**config.mk**
```make
export PLATFORM = sky130hd
export DESIGN_NAME = csh_ctrl
export DESIGN_NICKNAME = d
export VERILOG_FILES = /design/src/csh_pkg.sv /design/src/csh_ctrl.sv
export SDC_FILE = /design/constraint.sdc
export NUM_CORES = 1
export LEC_CHECK = 0
export BUFFER_PORTS_ARGS = -buffer_cell sky130_fd_sc_hd__buf_2
export CAP_MARGIN = 20
export CORE_MARGIN = 10
export CORE_UTILIZATION = 38
export DETAILED_ROUTE_END_ITERATION = 10
export PLACE_DENSITY = 0.7
export RECOVER_POWER = 100
export SETUP_SLACK_MARGIN = 0.1
export SYNTH_ARGS = -nofsm -noshare
export SYNTH_HDL_FRONTEND = slang
export SYNTH_SLANG_ARGS = --single-unit
```
**constraint.sdc**
```tcl
create_clock -name clk -period 1.25 [get_ports clk]
set_clock_uncertainty 0.05 [all_clocks]
set_input_delay 0.0625 -clock clk [delete_from_list [all_inputs] [get_ports clk]]
set_output_delay 0.0625 -clock clk [all_outputs]
set_load 0.01 [all_outputs]
```
**src/csh_pkg.sv**
```systemverilog
// shared types, codes and defaults for the channel sample history store
package csh_pkg;

  localparam int MAX_CHANNELS_DEF = 16;
  localparam int POOL_WORDS_DEF   = 256;
  localparam int MAX_HISTORY_DEF  = 16;
  localparam int DATA_WIDTH_DEF   = 32;

  localparam int REQ_W     = 2;
  localparam int CHAN_ID_W = 16;
  localparam int DEPTH_W   = 7;
  localparam int SAMPLE_W  = 32;
  localparam int COUNT_W   = 7;
  localparam int STATUS_W  = 3;
  localparam int POS_W     = 6;

  localparam int RESULT_CAP = 16;
  localparam int CNT_W      = $clog2(RESULT_CAP + 1);

  localparam logic [REQ_W-1:0] REQ_REGISTER = 2'd0;
  localparam logic [REQ_W-1:0] REQ_WRITE    = 2'd1;
  localparam logic [REQ_W-1:0] REQ_LATEST   = 2'd2;
  localparam logic [REQ_W-1:0] REQ_HISTORY  = 2'd3;

  localparam logic [STATUS_W-1:0] ST_OK       = 3'd0;
  localparam logic [STATUS_W-1:0] ST_NO_FRESH = 3'd1;
  localparam logic [STATUS_W-1:0] ST_UNKNOWN  = 3'd2;
  localparam logic [STATUS_W-1:0] ST_FULL     = 3'd3;
  localparam logic [STATUS_W-1:0] ST_BAD_SIZE = 3'd4;
  localparam logic [STATUS_W-1:0] ST_BAD_REQ  = 3'd5;

  typedef struct packed {
    logic [REQ_W-1:0]           req_type;
    logic [CHAN_ID_W-1:0]       chan_id;
    logic [DEPTH_W-1:0]         depth;
    logic signed [SAMPLE_W-1:0] sample_value;
    logic [COUNT_W-1:0]         hist_count;
  } in_item_t;

  typedef struct packed {
    logic [STATUS_W-1:0]        status;
    logic signed [SAMPLE_W-1:0] data_out;
    logic                       data_valid;
    logic [POS_W-1:0]           hist_pos;
    logic                       last;
  } out_item_t;

  typedef struct packed {
    logic                req_load;
    logic                scan_start;
    logic                scan_run;
    logic                reg_alloc;
    logic                smp_write;
    logic                fresh_clr;
    logic                smp_read;
    logic                hist_init;
    logic                hist_step;
    logic                out_load;
    logic [STATUS_W-1:0] out_status;
    logic                out_data;
    logic                out_last;
  } csh_cmd_t;

  typedef struct packed {
    logic [REQ_W-1:0] req_type;
    logic             depth_bad;
    logic             count_zero;
    logic             hit;
    logic             miss;
    logic             pool_short;
    logic             table_full;
    logic             fresh;
    logic             cnt_zero;
    logic             hist_end;
  } csh_sts_t;

endpackage

```
**src/csh_ctrl.sv**
```systemverilog
// request sequencer: table scan, action and result emission
module csh_ctrl (
  input  logic              clk,
  input  logic              rst_n,
  input  logic              in_valid,
  output logic              in_ready,
  output logic              out_valid,
  input  logic              out_ready,
  input  csh_pkg::csh_sts_t sts,
  output csh_pkg::csh_cmd_t cmd
);
  import csh_pkg::*;

  localparam logic [2:0] S_IDLE  = 3'd0;
  localparam logic [2:0] S_CHECK = 3'd1;
  localparam logic [2:0] S_SCAN  = 3'd2;
  localparam logic [2:0] S_EXEC  = 3'd3;
  localparam logic [2:0] S_EMIT  = 3'd4;
  localparam logic [2:0] S_HRD   = 3'd5;
  localparam logic [2:0] S_HEMIT = 3'd6;

  logic [2:0]          state_r, state_nxt;
  logic                found_r, found_nxt;
  logic [STATUS_W-1:0] pend_status_r, pend_status_nxt;
  logic                pend_data_r, pend_data_nxt;
  logic                out_vld_r, out_vld_nxt;
  logic                slot_free;

  assign slot_free = !out_vld_r || out_ready;
  assign in_ready  = (state_r == S_IDLE);
  assign out_valid = out_vld_r;

  always_comb begin
    cmd             = '0;
    state_nxt       = state_r;
    found_nxt       = found_r;
    pend_status_nxt = pend_status_r;
    pend_data_nxt   = pend_data_r;
    unique case (state_r)
      S_IDLE: begin
        if (in_valid) begin
          cmd.req_load = 1'b1;
          state_nxt    = S_CHECK;
        end
      end
      S_CHECK: begin
        pend_data_nxt = 1'b0;
        if (sts.req_type == REQ_REGISTER && sts.depth_bad) begin
          pend_status_nxt = ST_BAD_SIZE;
          state_nxt       = S_EMIT;
        end else if (sts.req_type == REQ_HISTORY && sts.count_zero) begin
          pend_status_nxt = ST_BAD_REQ;
          state_nxt       = S_EMIT;
        end else begin
          cmd.scan_start = 1'b1;
          state_nxt      = S_SCAN;
        end
      end
      S_SCAN: begin
        cmd.scan_run = 1'b1;
        if (sts.hit) begin
          found_nxt = 1'b1;
          state_nxt = S_EXEC;
        end else if (sts.miss) begin
          found_nxt = 1'b0;
          state_nxt = S_EXEC;
        end
      end
      S_EXEC: begin
        pend_data_nxt = 1'b0;
        state_nxt     = S_EMIT;
        unique case (sts.req_type)
          REQ_REGISTER: begin
            if (found_r) begin
              pend_status_nxt = ST_OK;
            end else if (sts.pool_short) begin
              pend_status_nxt = ST_FULL;
            end else begin
              cmd.reg_alloc   = 1'b1;
              pend_status_nxt = sts.table_full ? ST_FULL : ST_OK;
            end
          end
          REQ_WRITE: begin
            if (found_r) begin
              cmd.smp_write   = 1'b1;
              pend_status_nxt = ST_OK;
            end else begin
              pend_status_nxt = ST_UNKNOWN;
            end
          end
          REQ_LATEST: begin
            if (!found_r) begin
              pend_status_nxt = ST_UNKNOWN;
            end else begin
              cmd.fresh_clr = 1'b1;
              if (sts.fresh) begin
                cmd.smp_read    = 1'b1;
                pend_data_nxt   = 1'b1;
                pend_status_nxt = ST_OK;
              end else begin
                pend_status_nxt = ST_NO_FRESH;
              end
            end
          end
          REQ_HISTORY: begin
            if (!found_r) begin
              pend_status_nxt = ST_UNKNOWN;
            end else if (sts.cnt_zero) begin
              pend_status_nxt = ST_OK;
            end else begin
              cmd.hist_init = 1'b1;
              state_nxt     = S_HRD;
            end
          end
          default: begin
            pend_status_nxt = ST_BAD_REQ;
          end
        endcase
      end
      S_HRD: begin
        cmd.smp_read = 1'b1;
        state_nxt    = S_HEMIT;
      end
      S_HEMIT: begin
        if (slot_free) begin
          cmd.out_load   = 1'b1;
          cmd.out_status = ST_OK;
          cmd.out_data   = 1'b1;
          cmd.out_last   = sts.hist_end;
          if (sts.hist_end) begin
            state_nxt = S_IDLE;
          end else begin
            cmd.hist_step = 1'b1;
            state_nxt     = S_HRD;
          end
        end
      end
      S_EMIT: begin
        if (slot_free) begin
          cmd.out_load   = 1'b1;
          cmd.out_status = pend_status_r;
          cmd.out_data   = pend_data_r;
          cmd.out_last   = 1'b1;
          state_nxt      = S_IDLE;
        end
      end
      default: begin
        state_nxt = S_IDLE;
      end
    endcase
  end

  always_comb begin
    out_vld_nxt = out_vld_r;
    if (cmd.out_load) begin
      out_vld_nxt = 1'b1;
    end else if (out_ready) begin
      out_vld_nxt = 1'b0;
    end
  end

  always_ff @(posedge clk) begin
    if (!rst_n) begin
      state_r   <= S_IDLE;
      out_vld_r <= 1'b0;
    end else begin
      state_r   <= state_nxt;
      out_vld_r <= out_vld_nxt;
    end
  end

  always_ff @(posedge clk) begin
    found_r       <= found_nxt;
    pend_status_r <= pend_status_nxt;
    pend_data_r   <= pend_data_nxt;
  end
endmodule

```
==> results_tabular.tex, run 1 <==
\begin{tabular}{lr}
\hline
Metric & Value \\
\hline
\multicolumn{2}{l}{\textbf{Outcome}} \\
\quad Run status & finished, violations left \\
\quad Failing checks & negative setup slack \\
\multicolumn{2}{l}{\textbf{Synth}} \\
\quad Post-synth EDFFs & 5 \\
\quad Cell type with the largest total area after synthesis & sky130\_fd\_sc\_hd\_\_edfxtp\_1 \\
\quad Post-Syn Area per Cell & 7.88 um\^{}2 \\
\quad Netlist cell types & 31 \\
\quad Synthesized flop and latch total & 9 \\
\quad Synth Cell Area & 669 um\^{}2 \\
\quad Most common flop cell mapped by yosys & sky130\_fd\_sc\_hd\_\_edfxtp\_1 \\
\quad Async S/R FF share, synth & 0\% \\
\quad Post-synthesis instance total & 85 \\
\quad Dominant cell by count in the synthesized netlist & sky130\_fd\_sc\_hd\_\_nor2\_1 \\
\quad Warning count from the yosys run & 0 \\
\quad Synth top area share & between 20\% and 30\% \\
\quad Most instantiated cells after synthesis & sky130\_fd\_sc\_hd\_\_nor2\_1 (13), sky130\_fd\_sc\_hd\_\_nor3\_1 (8), sky130\_fd\_sc\_hd\_\_nand2b\_1 (6) \\
\quad Post-Synthesis Net Count & 100 \\
\quad Largest cells by area after synthesis & sky130\_fd\_sc\_hd\_\_edfxtp\_1 (22\%), sky130\_fd\_sc\_hd\_\_dfxtp\_1 (12\%), sky130\_fd\_sc\_hd\_\_nor2\_1 (7.3\%) \\
\quad Sequential element share of the synthesized area & 34.4\% \\
\multicolumn{2}{l}{\textbf{Layout}} \\
\quad Count of antenna diodes in the layout & 0 \\
\quad Area added between synthesis and finish & 90.8\% \\
\quad Layout fillers & about 120 \\
\quad Final std cells w/o fill & 154 \\
\quad Final \#Nets & 153 \\
\quad Fin util & 75.6\% \\
\quad Fraction of layout instances using a drive strength above 1 & 67.2\% \\
\multicolumn{2}{l}{\textbf{Pwr}} \\
\quad Peak supply drop & 554 uV \\
\quad Standby leakage power & 0.000557 uW \\
\quad Pwr Density & 748 mW/mm\^{}2 \\
\multicolumn{2}{l}{\textbf{Place}} \\
\quad Port Buffers & 31 \\
\quad Setup WS pre-CTS & -0.0793 ns \\
\quad Total placed cells including tap cells & roughly 140 \\
\quad RePlAce Congestion & $\sim$0.90 \\
\quad Final HPWL DP & 1.56 mm \\
\multicolumn{2}{l}{\textbf{Detailed routing}} \\
\quad Routed wire length & 2.38 mm \\
\quad Antenna viol nets, final & 0 \\
\quad Number of violations reported at the end of detailed-routing iteration 0 & 20 \\
\quad Post-route DRC & 0 \\
\quad Average wire per cell in the routed design & 15.5 um \\
\quad Number of vias after detailed routing & 841 \\
\quad First drt pass iteration count & 4 \\
\quad Via/cell ratio & 5.46 \\
\multicolumn{2}{l}{\textbf{Die}} \\
\quad Total core area & 0.00169 mm\^{}2 \\
\quad Num ports & 32 \\
\quad Vertical die dimension & between 60 and 70 um \\
\quad Floorplan row count & 15 \\
\quad Die area & 0.00384 mm\^{}2 \\
\quad Die boundary width & between 60 and 70 um \\
\quad Initial standard-cell utilization of the core & between 30 and 40\% \\
\multicolumn{2}{l}{\textbf{Global routing}} \\
\quad First-pass GRT wire length & 3.62 mm \\
\quad Remaining global-route overflow & 0 \\
\quad GRT Total Usage & 12.6\% \\
\quad Antenna violations before repair & 0 \\
\quad Pin count of the biggest net entering global routing & 10 \\
\quad Via count of the first global-routing pass & 838 \\
\multicolumn{2}{l}{\textbf{Hold path}} \\
\quad Number of cells on the worst hold path & 3 \\
\quad Beginning of the worst hold path & rst\_n \\
\quad Min-Delay Path Class & input port to register \\
\quad Hold Crit Endpoint & state\_r[0] \\
\multicolumn{2}{l}{\textbf{Timing}} \\
\quad Transition time at the pin with the least slew margin & 0.228 ns \\
\quad RSZ-0062 raised after global routing & true \\
\quad Final worst path period need & 1.53 ns \\
\quad Worst hold slack after final layout & 0.0566 ns \\
\quad Final worst-path cycle share & 123\% \\
\quad Max-slew headroom at the worst pin & 84.6\% \\
\quad Total count of max-transition violations in the final report & 0 \\
\quad Final count of hold timing violations & 0 \\
\quad Final critical-path setup slack & -0.282 ns \\
\quad Upper clock frequency limit & 0.653 GHz \\
\quad Setup violations, final & 19 \\
\multicolumn{2}{l}{\textbf{Worst setup path}} \\
\quad Cell count of the worst reg-to-reg path & 5 \\
\quad Launch instance of the worst register-to-register path & found\_r \\
\quad Arrival time of the worst setup path & $\sim$1.4 ns \\
\quad RR Endpoint & pend\_status\_r[2] \\
\quad Required @ worst endpoint & 1.14 ns \\
\quad Element type at the critical path end & output port \\
\quad Flop-to-flop setup slack & -0.24 ns \\
\quad Crit path max fanout & 4 \\
\quad Critical path start-end classification & register to output port \\
\quad Kind of launch point of the worst setup path & register \\
\multicolumn{2}{l}{\textbf{CTS}} \\
\quad Clock-pin transition on the worst setup and hold timing paths & 0.06 ns \\
\quad Clock tree root driver cell & sky130\_fd\_sc\_hd\_\_clkbuf\_4 \\
\quad Clock tree from TritonCTS & built \\
\quad CTS sink cnt & 9 \\
\quad Deepest level of the CTS H-tree & 1 \\
\quad Clk\_lat worst skew & 0.26 ns \\
\quad Clock Path Buffers & 2 \\
\quad Number of buffers inserted during clock tree synthesis & 3 \\
\multicolumn{2}{l}{\textbf{Job}} \\
\quad Max-cap violations & 0 \\
\hline
\end{tabular}
==> layer usage <==
metal | track usage, % | vias up | share of wire [%]
li1 | - | 408 | -
met1 | 12.7 | 397 | 40
met2 | 23.0 | 32 | 52
met3 | 3.66 | 4 | 6.2
met4 | 6.05 | 0 | 2.1
met5 | 0 | - | 0
==> kinds of logic after synthesis <==
group / share of synthesized area [%]
compound gates: 16.4
simple gates: 40.9
flops: 34.4
buf+inv: 6.73
mux: 1.50
==> how the worst max path moves through the flow <==
stage | start | to | cells after the start
2_1_floorplan | state_r[1] | pend_status_r[0] | 4
3_3_place_gp | found_r | pend_status_r[0] | 2
3_5_place_dp | state_r[2] | state_r[1] | 4
4_1_cts | state_r[0] | cmd[2] | 5
5_1_grt | state_r[2] | cmd[11] | 4
6_report | state_r[2] | cmd[11] | 4
==> stage by stage <==
stage / total power, uW / area [um^2] / TNS (ns)
global placement: 602 / 935 / -0.0395
CTS: 899 / 1160 / -3.26
floorplan: 516 / 724 / -0.0329
global route: 1010 / 1280 / -4.25
detailed placement: 606 / 935 / -0.318
finish: 956 / 1280 / -3.15
==> area by class of cell <==
class | count | area, um^2 | area share (%)
multi-input cells | 66 | 584 | 45.7
flip-flops and latches | 9 | 241 | 18.9
well taps | 17 | 21.3 | 1.67
inverters | 3 | 11.3 | 0.881
repair buffers | 55 | 393 | 30.8
clock buffers | 4 | 26.3 | 2.06
==> flip-flops by register name, summed over array words and instances, names as in the netlist <==
| name | flops |
|---|---|
| found_r | 1 |
| out_valid | 1 |
| pend_data_r | 1 |
| pend_status_r | 3 |
| state_r | 3 |
==> power breakdown <==
group,switching (uW),total (uW),leakage (uW),internal (uW)
Clock,108,232,0.0000150,123
Combinational,189,376,0.000463,187
Sequential,18.0,348,0.0000787,330
Total,315,956,0.000557,641
==> what timing repair did <==
item,in CTS,in global routing
buffers inserted,8,7
hold buffers,1,0
hold endpoints to repair,1,0
resized for setup,27,26
pin swaps,8,13
setup endpoints to repair,23,27
==> layout by cell type (no fill, tap or decap), types with 3 or more instances in the layout <==
master                     Yosys  routed
sky130_fd_sc_hd__and2_1        4       3
sky130_fd_sc_hd__buf_2         3      24
sky130_fd_sc_hd__buf_4         1      16
sky130_fd_sc_hd__buf_6         0      12
sky130_fd_sc_hd__clkbuf_1      3       3
sky130_fd_sc_hd__clkbuf_4      0       3
sky130_fd_sc_hd__dfxtp_4       0       3
sky130_fd_sc_hd__edfxtp_1      5       5
sky130_fd_sc_hd__nand2_1       4       4
sky130_fd_sc_hd__nand2b_1      6       3
sky130_fd_sc_hd__nand2b_4      0       3
sky130_fd_sc_hd__nor2_1       13       4
sky130_fd_sc_hd__nor2_2        0       3
sky130_fd_sc_hd__nor2_4        0       6
sky130_fd_sc_hd__nor3_2        0       3
sky130_fd_sc_hd__nor3_4        0       4
sky130_fd_sc_hd__o22ai_1       3       3
==> worst max-delay path, cell delays in order (launching register included) <==
cell and delay (ns):
sky130_fd_sc_hd__dfxtp_4 0.36, sky130_fd_sc_hd__nand3b_4 0.15, sky130_fd_sc_hd__or4_4 0.44, sky130_fd_sc_hd__nor2_4 0.10, sky130_fd_sc_hd__buf_6 0.10
(Power assumes the default switching activity.)
==> inputs of run 2 (changes only) <==
--- a/config.mk
+++ b/config.mk
@@ -8,9 +8,9 @@
 export BUFFER_PORTS_ARGS = -buffer_cell sky130_fd_sc_hd__buf_2
 export CAP_MARGIN = 20
 export CORE_MARGIN = 10
-export CORE_UTILIZATION = 38
+export CORE_UTILIZATION = 40
 export DETAILED_ROUTE_END_ITERATION = 10
-export PLACE_DENSITY = 0.7
+export PLACE_DENSITY = 0.73
 export RECOVER_POWER = 100
 export SETUP_SLACK_MARGIN = 0.1
 export SYNTH_ARGS = -nofsm -noshare
==> run 2 against run 1 <==
Final cell count fell by 1.9%. The flow still finishes with violations (negative setup slack). Routed wire length grew 7.6%. Core utilization increased by 5.4 points. Sequential power grew 1%. Die area shrank 3.4%. Global-route usage up 0.93 points. Maximum frequency fell by 0.59%. Clock-buffer cell count is the same. Setup slack lost 0.0092 ns. Largest cell class unchanged. Design area fell by 2.3%. Clock power about the same.
==> results_tabular.tex, run 2 (synthesis gave the netlist of run 1 again) <==
\begin{tabular}{lr}
\hline
Metric & Value \\
\hline
\multicolumn{2}{l}{\textbf{Outcome}} \\
\quad Run status & finished, violations left \\
\quad Failing checks & negative setup slack \\
\multicolumn{2}{l}{\textbf{Die}} \\
\quad Floorplan row count & 14 \\
\quad Initial standard-cell utilization of the core & 43.4\% \\
\quad Die boundary width & 60.9 um \\
\quad Die area & 0.00371 mm\^{}2 \\
\quad Num ports & 32 \\
\quad Total core area & between 0.0015 and 0.002 mm\^{}2 \\
\quad Vertical die dimension & just over 60 um \\
\multicolumn{2}{l}{\textbf{Job}} \\
\quad Max-cap violations & 0 \\
\multicolumn{2}{l}{\textbf{Worst setup path}} \\
\quad Cell count of the worst reg-to-reg path & 5 \\
\quad Critical path start-end classification & register to output port \\
\quad Element type at the critical path end & output port \\
\quad Critical path's top delay family & simple AND/OR/NAND/NOR gates \\
\quad Slowest stage delay, CP & between 0.4 and 0.5 ns \\
\quad Flop-to-flop setup slack & -0.18 ns \\
\quad Arrival time of the worst setup path & 1.43 ns \\
\quad Worst-path cell with the longest stage delay & sky130\_fd\_sc\_hd\_\_or4\_4 \\
\quad Launch instance of the worst register-to-register path & found\_r \\
\quad Crit path max fanout & 4 \\
\quad Kind of launch point of the worst setup path & register \\
\quad Required @ worst endpoint & 1.14 ns \\
\quad Cell depth of the worst setup path & 4 \\
\quad Number of buffers and inverters on the critical path & 1 \\
\quad RR Endpoint & pend\_status\_r[0] \\
\quad CP Cell Sequence & nand3b\_4, or4\_4, nor2\_2, buf\_2 \\
\multicolumn{2}{l}{\textbf{Timing}} \\
\quad Worst hold slack after final layout & 0.0618 ns \\
\quad Total count of max-transition violations in the final report & 0 \\
\quad RSZ-0062 raised after global routing & true \\
\quad Final critical-path setup slack & -0.291 ns \\
\quad Final worst-path cycle share & 123\% \\
\quad Final worst path period need & 1.54 ns \\
\quad Max-slew headroom at the worst pin & 80.6\% \\
\quad Upper clock frequency limit & 0.649 GHz \\
\quad Final count of hold timing violations & 0 \\
\quad Transition time at the pin with the least slew margin & 0.286 ns \\
\quad Setup violations, final & 22 \\
\multicolumn{2}{l}{\textbf{Pwr}} \\
\quad Combinational share of power & 40.1\% \\
\quad Pwr Density & $\sim$780 mW/mm\^{}2 \\
\quad Internal power consumption & 655 uW \\
\quad Proportion of power drawn by the clock network & a little under a quarter \\
\quad Switching share of total power & 32.8\% \\
\quad Sequential cell fraction of total power & 36.1\% \\
\quad Peak supply drop & 578 uV \\
\quad Standby leakage power & 0.000550 uW \\
\quad Power dissipated by switching net loads & approximately 320 uW \\
\multicolumn{2}{l}{\textbf{Detailed routing}} \\
\quad Antenna viol nets, final & 0 \\
\quad Via/cell ratio & about 5.5 \\
\quad Average wire per cell in the routed design & about 17 um \\
\quad Met1 wire length & approximately 1.1 mm \\
\quad First drt pass iteration count & 4 \\
\quad Met2 Routed Length & $\sim$1.3 mm \\
\quad Routed wire length & 2.56 mm \\
\quad Post-route DRC & 0 \\
\quad Met3 Routed Length & between 100 and 150 um \\
\quad Uppermost metal layer occupied by signal nets & met4 \\
\quad Number of violations reported at the end of detailed-routing iteration 0 & 24 \\
\quad Number of vias after detailed routing & 824 \\
\multicolumn{2}{l}{\textbf{Hold path}} \\
\quad Hold Crit Endpoint & out\_valid \\
\quad Number of cells on the worst hold path & 2 \\
\quad Beginning of the worst hold path & rst\_n \\
\quad Min-Delay Path Class & input port to register \\
\multicolumn{2}{l}{\textbf{Layout}} \\
\quad Fraction of layout instances using a drive strength above 1 & between 60\% and 70\% \\
\quad Most frequent cells in the layout & sky130\_fd\_sc\_hd\_\_buf\_2 (26), sky130\_fd\_sc\_hd\_\_buf\_6 (15), sky130\_fd\_sc\_hd\_\_buf\_4 (9), sky130\_fd\_sc\_hd\_\_nor2\_1 (7) \\
\quad Area added between synthesis and finish & 86.5\% \\
\quad Count of antenna diodes in the layout & 0 \\
\quad Final std cells w/o fill & 151 \\
\quad Leading registers by flop count & pend\_status\_r: 3 flops, state\_r: 3 flops \\
\quad Final \#Nets & 151 \\
\quad Most frequent standard cell in the layout excluding fill and tap cells & sky130\_fd\_sc\_hd\_\_buf\_2 \\
\multicolumn{2}{l}{\textbf{Global routing}} \\
\quad Via count of the first global-routing pass & 826 \\
\quad First-pass GRT wire length & 3.86 mm \\
\quad GRT Total Usage & approximately 14\% \\
\quad Remaining global-route overflow & 0 \\
\quad Antenna violations before repair & 0 \\
\quad Pin count of the biggest net entering global routing & 10 \\
\multicolumn{2}{l}{\textbf{CTS}} \\
\quad Clock Path Buffers & 2 \\
\quad CTS sink cnt & 9 \\
\quad Clk\_lat worst skew & around 0.26 ns \\
\quad Clock tree root driver cell & sky130\_fd\_sc\_hd\_\_clkbuf\_4 \\
\quad Deepest level of the CTS H-tree & 1 \\
\quad Clock-pin transition on the worst setup and hold timing paths & 0.06 ns \\
\quad Clock tree from TritonCTS & built \\
\quad Number of buffers inserted during clock tree synthesis & 3 \\
\multicolumn{2}{l}{\textbf{Place}} \\
\quad Total placed cells including tap cells & about 140 \\
\quad RePlAce Congestion & 0.823 \\
\quad Final HPWL DP & 1.65 mm \\
\quad Port Buffers & 31 \\
\hline
\end{tabular}
==> run 2: power by group through the flow <==
stage	Clock (uW)	Sequential, uW	Combinational (uW)
final	232	353	391
after global routing	251	354	416
after CTS	240	351	363
after detailed placement	0	357	259
after global placement	0	356	253
after floorplan	0	350	166
==> run 2: per-stage QoR <==
step | instance area, um^2 | setup WS, ns | utilization [%] | power [uW] | TNS, ns
floorplan | 724 | -0.0329 | - | 516 | -0.0329
global placement | 948 | -0.0248 | 61.5 | 608 | -0.0286
detailed placement | 948 | -0.0598 | 61.5 | 616 | -0.319
CTS | 1200 | -0.293 | 77.8 | 955 | -3.16
global route | 1250 | -0.320 | 81.0 | 1020 | -4.17
finish | 1250 | -0.291 | 81.0 | 976 | -2.96
==> run 2: final cells by class <==
type,instances,area [um^2]
Timing Repair Buffer,53,384
Inverter,3,11.3
Fill cell,91,293
Tap cell,16,20.0
Sequential cell,9,241
Multi-Input combinational cell,66,566
Clock buffer,4,26.3
==> run 2: layer usage <==
metal	GRT usage, %	vias up
li1	-	403
met1	14.6	393
met2	23.3	26
met3	3.76	2
met4	7.21	0
met5	0	-
==> run 2: worst max-delay path by stage <==
stage | from | endpoint
after floorplan | state_r[1] | pend_status_r[0]
after global placement | state_r[2] | pend_status_r[0]
after detailed placement | state_r[2] | state_r[2]
after CTS | found_r | cmd[11]
after global routing | state_r[2] | cmd[11]
final | state_r[2] | cmd[11]
==> run 2: worst reg2reg max path, delay by kind of cell, from the launching register on <==
kind / cells / cell delay (ns)
buffers and inverters: 2 / 0.25
DFF: 1 / 0.42
muxes: 1 / 0.12
and+or+nand+nor: 2 / 0.30
==> run 2: timing repair <==
item | 4_1_cts | 5_1_grt
setup endpoints to repair | 24 | 25
setup buffers | 8 | 0
hold buffers | 1 | 0
endpoints found under the hold margin | 1 | 0
pin swaps | 16 | 6
resized for setup | 36 | 13
==> inputs of run 3 (changes only) <==
--- a/config.mk
+++ b/config.mk
@@ -5,7 +5,7 @@
 export SDC_FILE = /design/constraint.sdc
 export NUM_CORES = 1
 export LEC_CHECK = 0
-export BUFFER_PORTS_ARGS = -buffer_cell sky130_fd_sc_hd__buf_2
+export BUFFER_PORTS_ARGS = -buffer_cell sky130_fd_sc_hd__buf_4
 export CAP_MARGIN = 20
 export CORE_MARGIN = 10
 export CORE_UTILIZATION = 40
==> run 3 against run 2 <==
The run still ends with negative setup slack left. Clock-buffer cell count stayed put. Sequential share of layout area decreased by 1.6 points. Global-route usage rose by 1.9 points. Sequential power about the same. Critical path depth is the same. Register-to-register slack worse by 0.13 ns. Non-clock buffer count rose by 3. Final cell count rose by 2.0%. Clock power is 7% higher. Routed wire length increased by 25%. Critical path type unchanged.
==> results_tabular.tex, run 3 (synthesis gave the netlist of run 1 again) <==
\begin{tabular}{lr}
\hline
Metric & Value \\
\hline
\multicolumn{2}{l}{\textbf{CTS}} \\
\quad Clock tree root driver cell & sky130\_fd\_sc\_hd\_\_clkbuf\_4 \\
\quad Clock-pin transition on the worst setup and hold timing paths & 0.07 ns \\
\quad Clk\_lat worst skew & 0.27 ns \\
\quad Number of buffers inserted during clock tree synthesis & 3 \\
\quad Deepest level of the CTS H-tree & 1 \\
\quad Clock tree from TritonCTS & built \\
\quad Clock Path Buffers & 2 \\
\quad CTS sink cnt & 9 \\
\multicolumn{2}{l}{\textbf{Layout}} \\
\quad Most frequent cells in the layout & sky130\_fd\_sc\_hd\_\_buf\_4 (39), sky130\_fd\_sc\_hd\_\_buf\_6 (12), sky130\_fd\_sc\_hd\_\_nor2\_2 (6), sky130\_fd\_sc\_hd\_\_nor2\_1 (5), sky130\_fd\_sc\_hd\_\_edfxtp\_1 (5) \\
\quad Cell area after layout & 0.00136 mm\^{}2 \\
\quad Fin util & 88.1\% \\
\quad Count of antenna diodes in the layout & 0 \\
\quad Most frequent standard cell in the layout excluding fill and tap cells & sky130\_fd\_sc\_hd\_\_buf\_4 \\
\quad Final \#Nets & 154 \\
\quad Area added between synthesis and finish & 103\% \\
\quad Final std cells w/o fill & 154 \\
\quad Layout fillers & 86 \\
\quad Fraction of layout instances using a drive strength above 1 & around 69\% \\
\quad Leading registers by flop count & pend\_status\_r: 3 flops, state\_r: 3 flops \\
\multicolumn{2}{l}{\textbf{Worst setup path}} \\
\quad Kind of launch point of the worst setup path & register \\
\quad Worst-path cell with the longest stage delay & sky130\_fd\_sc\_hd\_\_or4\_4 \\
\quad Arrival time of the worst setup path & 1.46 ns \\
\quad Slowest stage delay, CP & 0.43 ns \\
\quad Required @ worst endpoint & $\sim$1.1 ns \\
\quad Element type at the critical path end & output port \\
\quad Critical path's top delay family & simple AND/OR/NAND/NOR gates \\
\quad Number of buffers and inverters on the critical path & 1 \\
\quad CP Cell Sequence & nand3b\_4, or4\_4, nor2\_2, buf\_4 \\
\quad Critical path start-end classification & register to output port \\
\quad Crit path max fanout & 7 \\
\multicolumn{2}{l}{\textbf{Timing}} \\
\quad Total count of max-transition violations in the final report & 0 \\
\quad Final worst path period need & about 1.6 ns \\
\quad Setup violations, final & 22 \\
\quad Final-layout setup total negative slack & -3.63 ns \\
\quad Final worst-path cycle share & 126\% \\
\quad Max-slew headroom at the worst pin & 73.3\% \\
\quad Transition time at the pin with the least slew margin & 0.401 ns \\
\quad Final critical-path setup slack & -0.319 ns \\
\quad Upper clock frequency limit & 0.637 GHz \\
\quad RSZ-0062 raised after global routing & true \\
\quad Final count of hold timing violations & 0 \\
\multicolumn{2}{l}{\textbf{Global routing}} \\
\quad Global-route met2 utilization & 28.8\% \\
\quad First-pass GRT wire length & 4.38 mm \\
\quad Most used routing layer & met2 \\
\quad Via count of the first global-routing pass & just under 900 \\
\quad Pin count of the biggest net entering global routing & 10 \\
\quad Met3 Usage GRT & 5.22\% \\
\quad Remaining global-route overflow & 0 \\
\quad Antenna violations before repair & 0 \\
\quad GRT Total Usage & 15.4\% \\
\quad GR Util met1 & 15.3\% \\
\multicolumn{2}{l}{\textbf{Detailed routing}} \\
\quad Post-route DRC & 0 \\
\quad Number of vias after detailed routing & 910 \\
\quad Antenna viol nets, final & 0 \\
\quad Average wire per cell in the routed design & 20.9 um \\
\quad Number of violations reported at the end of detailed-routing iteration 0 & between 50 and 60 \\
\quad First drt pass iteration count & 4 \\
\quad Routed wire length & roughly 3.2 mm \\
\quad Via/cell ratio & between 5 and 6 \\
\multicolumn{2}{l}{\textbf{Outcome}} \\
\quad Failing checks & negative setup slack \\
\quad Run status & finished, violations left \\
\multicolumn{2}{l}{\textbf{Pwr}} \\
\quad Standby leakage power & 0.000584 uW \\
\quad Peak supply drop & 541 uV \\
\quad Pwr Density & 787 mW/mm\^{}2 \\
\quad Switching share of total power & 33.7\% \\
\quad Combinational share of power & between 40\% and 50\% \\
\quad Sequential cell fraction of total power & 32.8\% \\
\quad Proportion of power drawn by the clock network & 23.2\% \\
\quad Internal power consumption & 709 uW \\
\quad Power dissipated by switching net loads & about 360 uW \\
\multicolumn{2}{l}{\textbf{Hold path}} \\
\quad Min-Delay Path Class & input port to register \\
\multicolumn{2}{l}{\textbf{Place}} \\
\quad RePlAce Congestion & roughly 0.90 \\
\quad Port Buffers & 31 \\
\quad Final HPWL DP & $\sim$1.6 mm \\
\quad Placed Area & 0.00103 mm\^{}2 \\
\quad Total placed cells including tap cells & 138 \\
\multicolumn{2}{l}{\textbf{Die}} \\
\quad Die area & 0.00371 mm\^{}2 \\
\quad Die boundary width & 60.9 um \\
\quad Initial standard-cell utilization of the core & 43.4\% \\
\quad Floorplan row count & 14 \\
\quad Vertical die dimension & 60.9 um \\
\quad Num ports & 32 \\
\quad Total core area & 0.00154 mm\^{}2 \\
\multicolumn{2}{l}{\textbf{Job}} \\
\quad Max-cap violations & 0 \\
\hline
\end{tabular}
-- run 3: repair_timing --
item | in CTS | in global routing
endpoints found under the setup margin | 24 | 26
hold buffers | 1 | 0
endpoints found under the hold margin | 1 | 0
resized for setup | 27 | 25
pin swaps | 13 | 8
gates cloned | 1 | 0
buffers inserted | 5 | 7
-- run 3: cell type report --
cell class,count,area (um^2),share of cell area [%]
Clock buffer,4,26.3,1.93
Inverter,3,11.3,0.829
Multi-Input combinational cell,66,579,42.6
Sequential cell,9,241,17.8
Tap cell,16,20.0,1.47
Timing Repair Buffer,56,480,35.4
-- run 3: worst paths after layout --
| kind | startpoint | endpoint | slack [ns] | cells after the start |
|---|---|---|---|---|
| setup / recovery | state_r[2] | cmd[11] | -0.32 | 4 |
| hold / removal | rst_n | state_r[2] | 0.03 | 3 |
| setup reg to reg | state_r[2] | pend_status_r[0] | -0.31 | 5 |
| hold reg to reg | out_valid | state_r[2] | 0.56 | 3 |
-- run 3: stage by stage --
step           power, uW  hold slack, ns  setup slack [ns]
2_1_floorplan        516           0.111           -0.0329
3_3_place_gp         637           0.216           -0.0222
3_5_place_dp         642           0.216           -0.0589
4_1_cts              985          0.0326            -0.290
5_1_grt             1100          0.0526            -0.352
6_report            1070          0.0347            -0.319
-- run 3: power by group through the flow --
stage / sequential, uW / combinational, uW / clock (uW)
6_report: 351 / 470 / 248
3_5_place_dp: 356 / 287 / 0
3_3_place_gp: 355 / 282 / 0
2_1_floorplan: 350 / 166 / 0
4_1_cts: 350 / 404 / 231
5_1_grt: 353 / 499 / 252
-- run 3: worst min-delay path, stage by stage --
cell and delay, ns:
sky130_fd_sc_hd__buf_4 0.13, sky130_fd_sc_hd__nand2_1 0.05, sky130_fd_sc_hd__o22ai_1 0.06
-- run 3: metal layers --
metal / wire, um / up-vias / part of all wire, %
met4: 128 / 0 / 4.0
li1: - / 411 / -
met2: 1620 / 58 / 50
met1: 1100 / 423 / 34
met3: 366 / 18 / 11
met5: 0 / - / 0
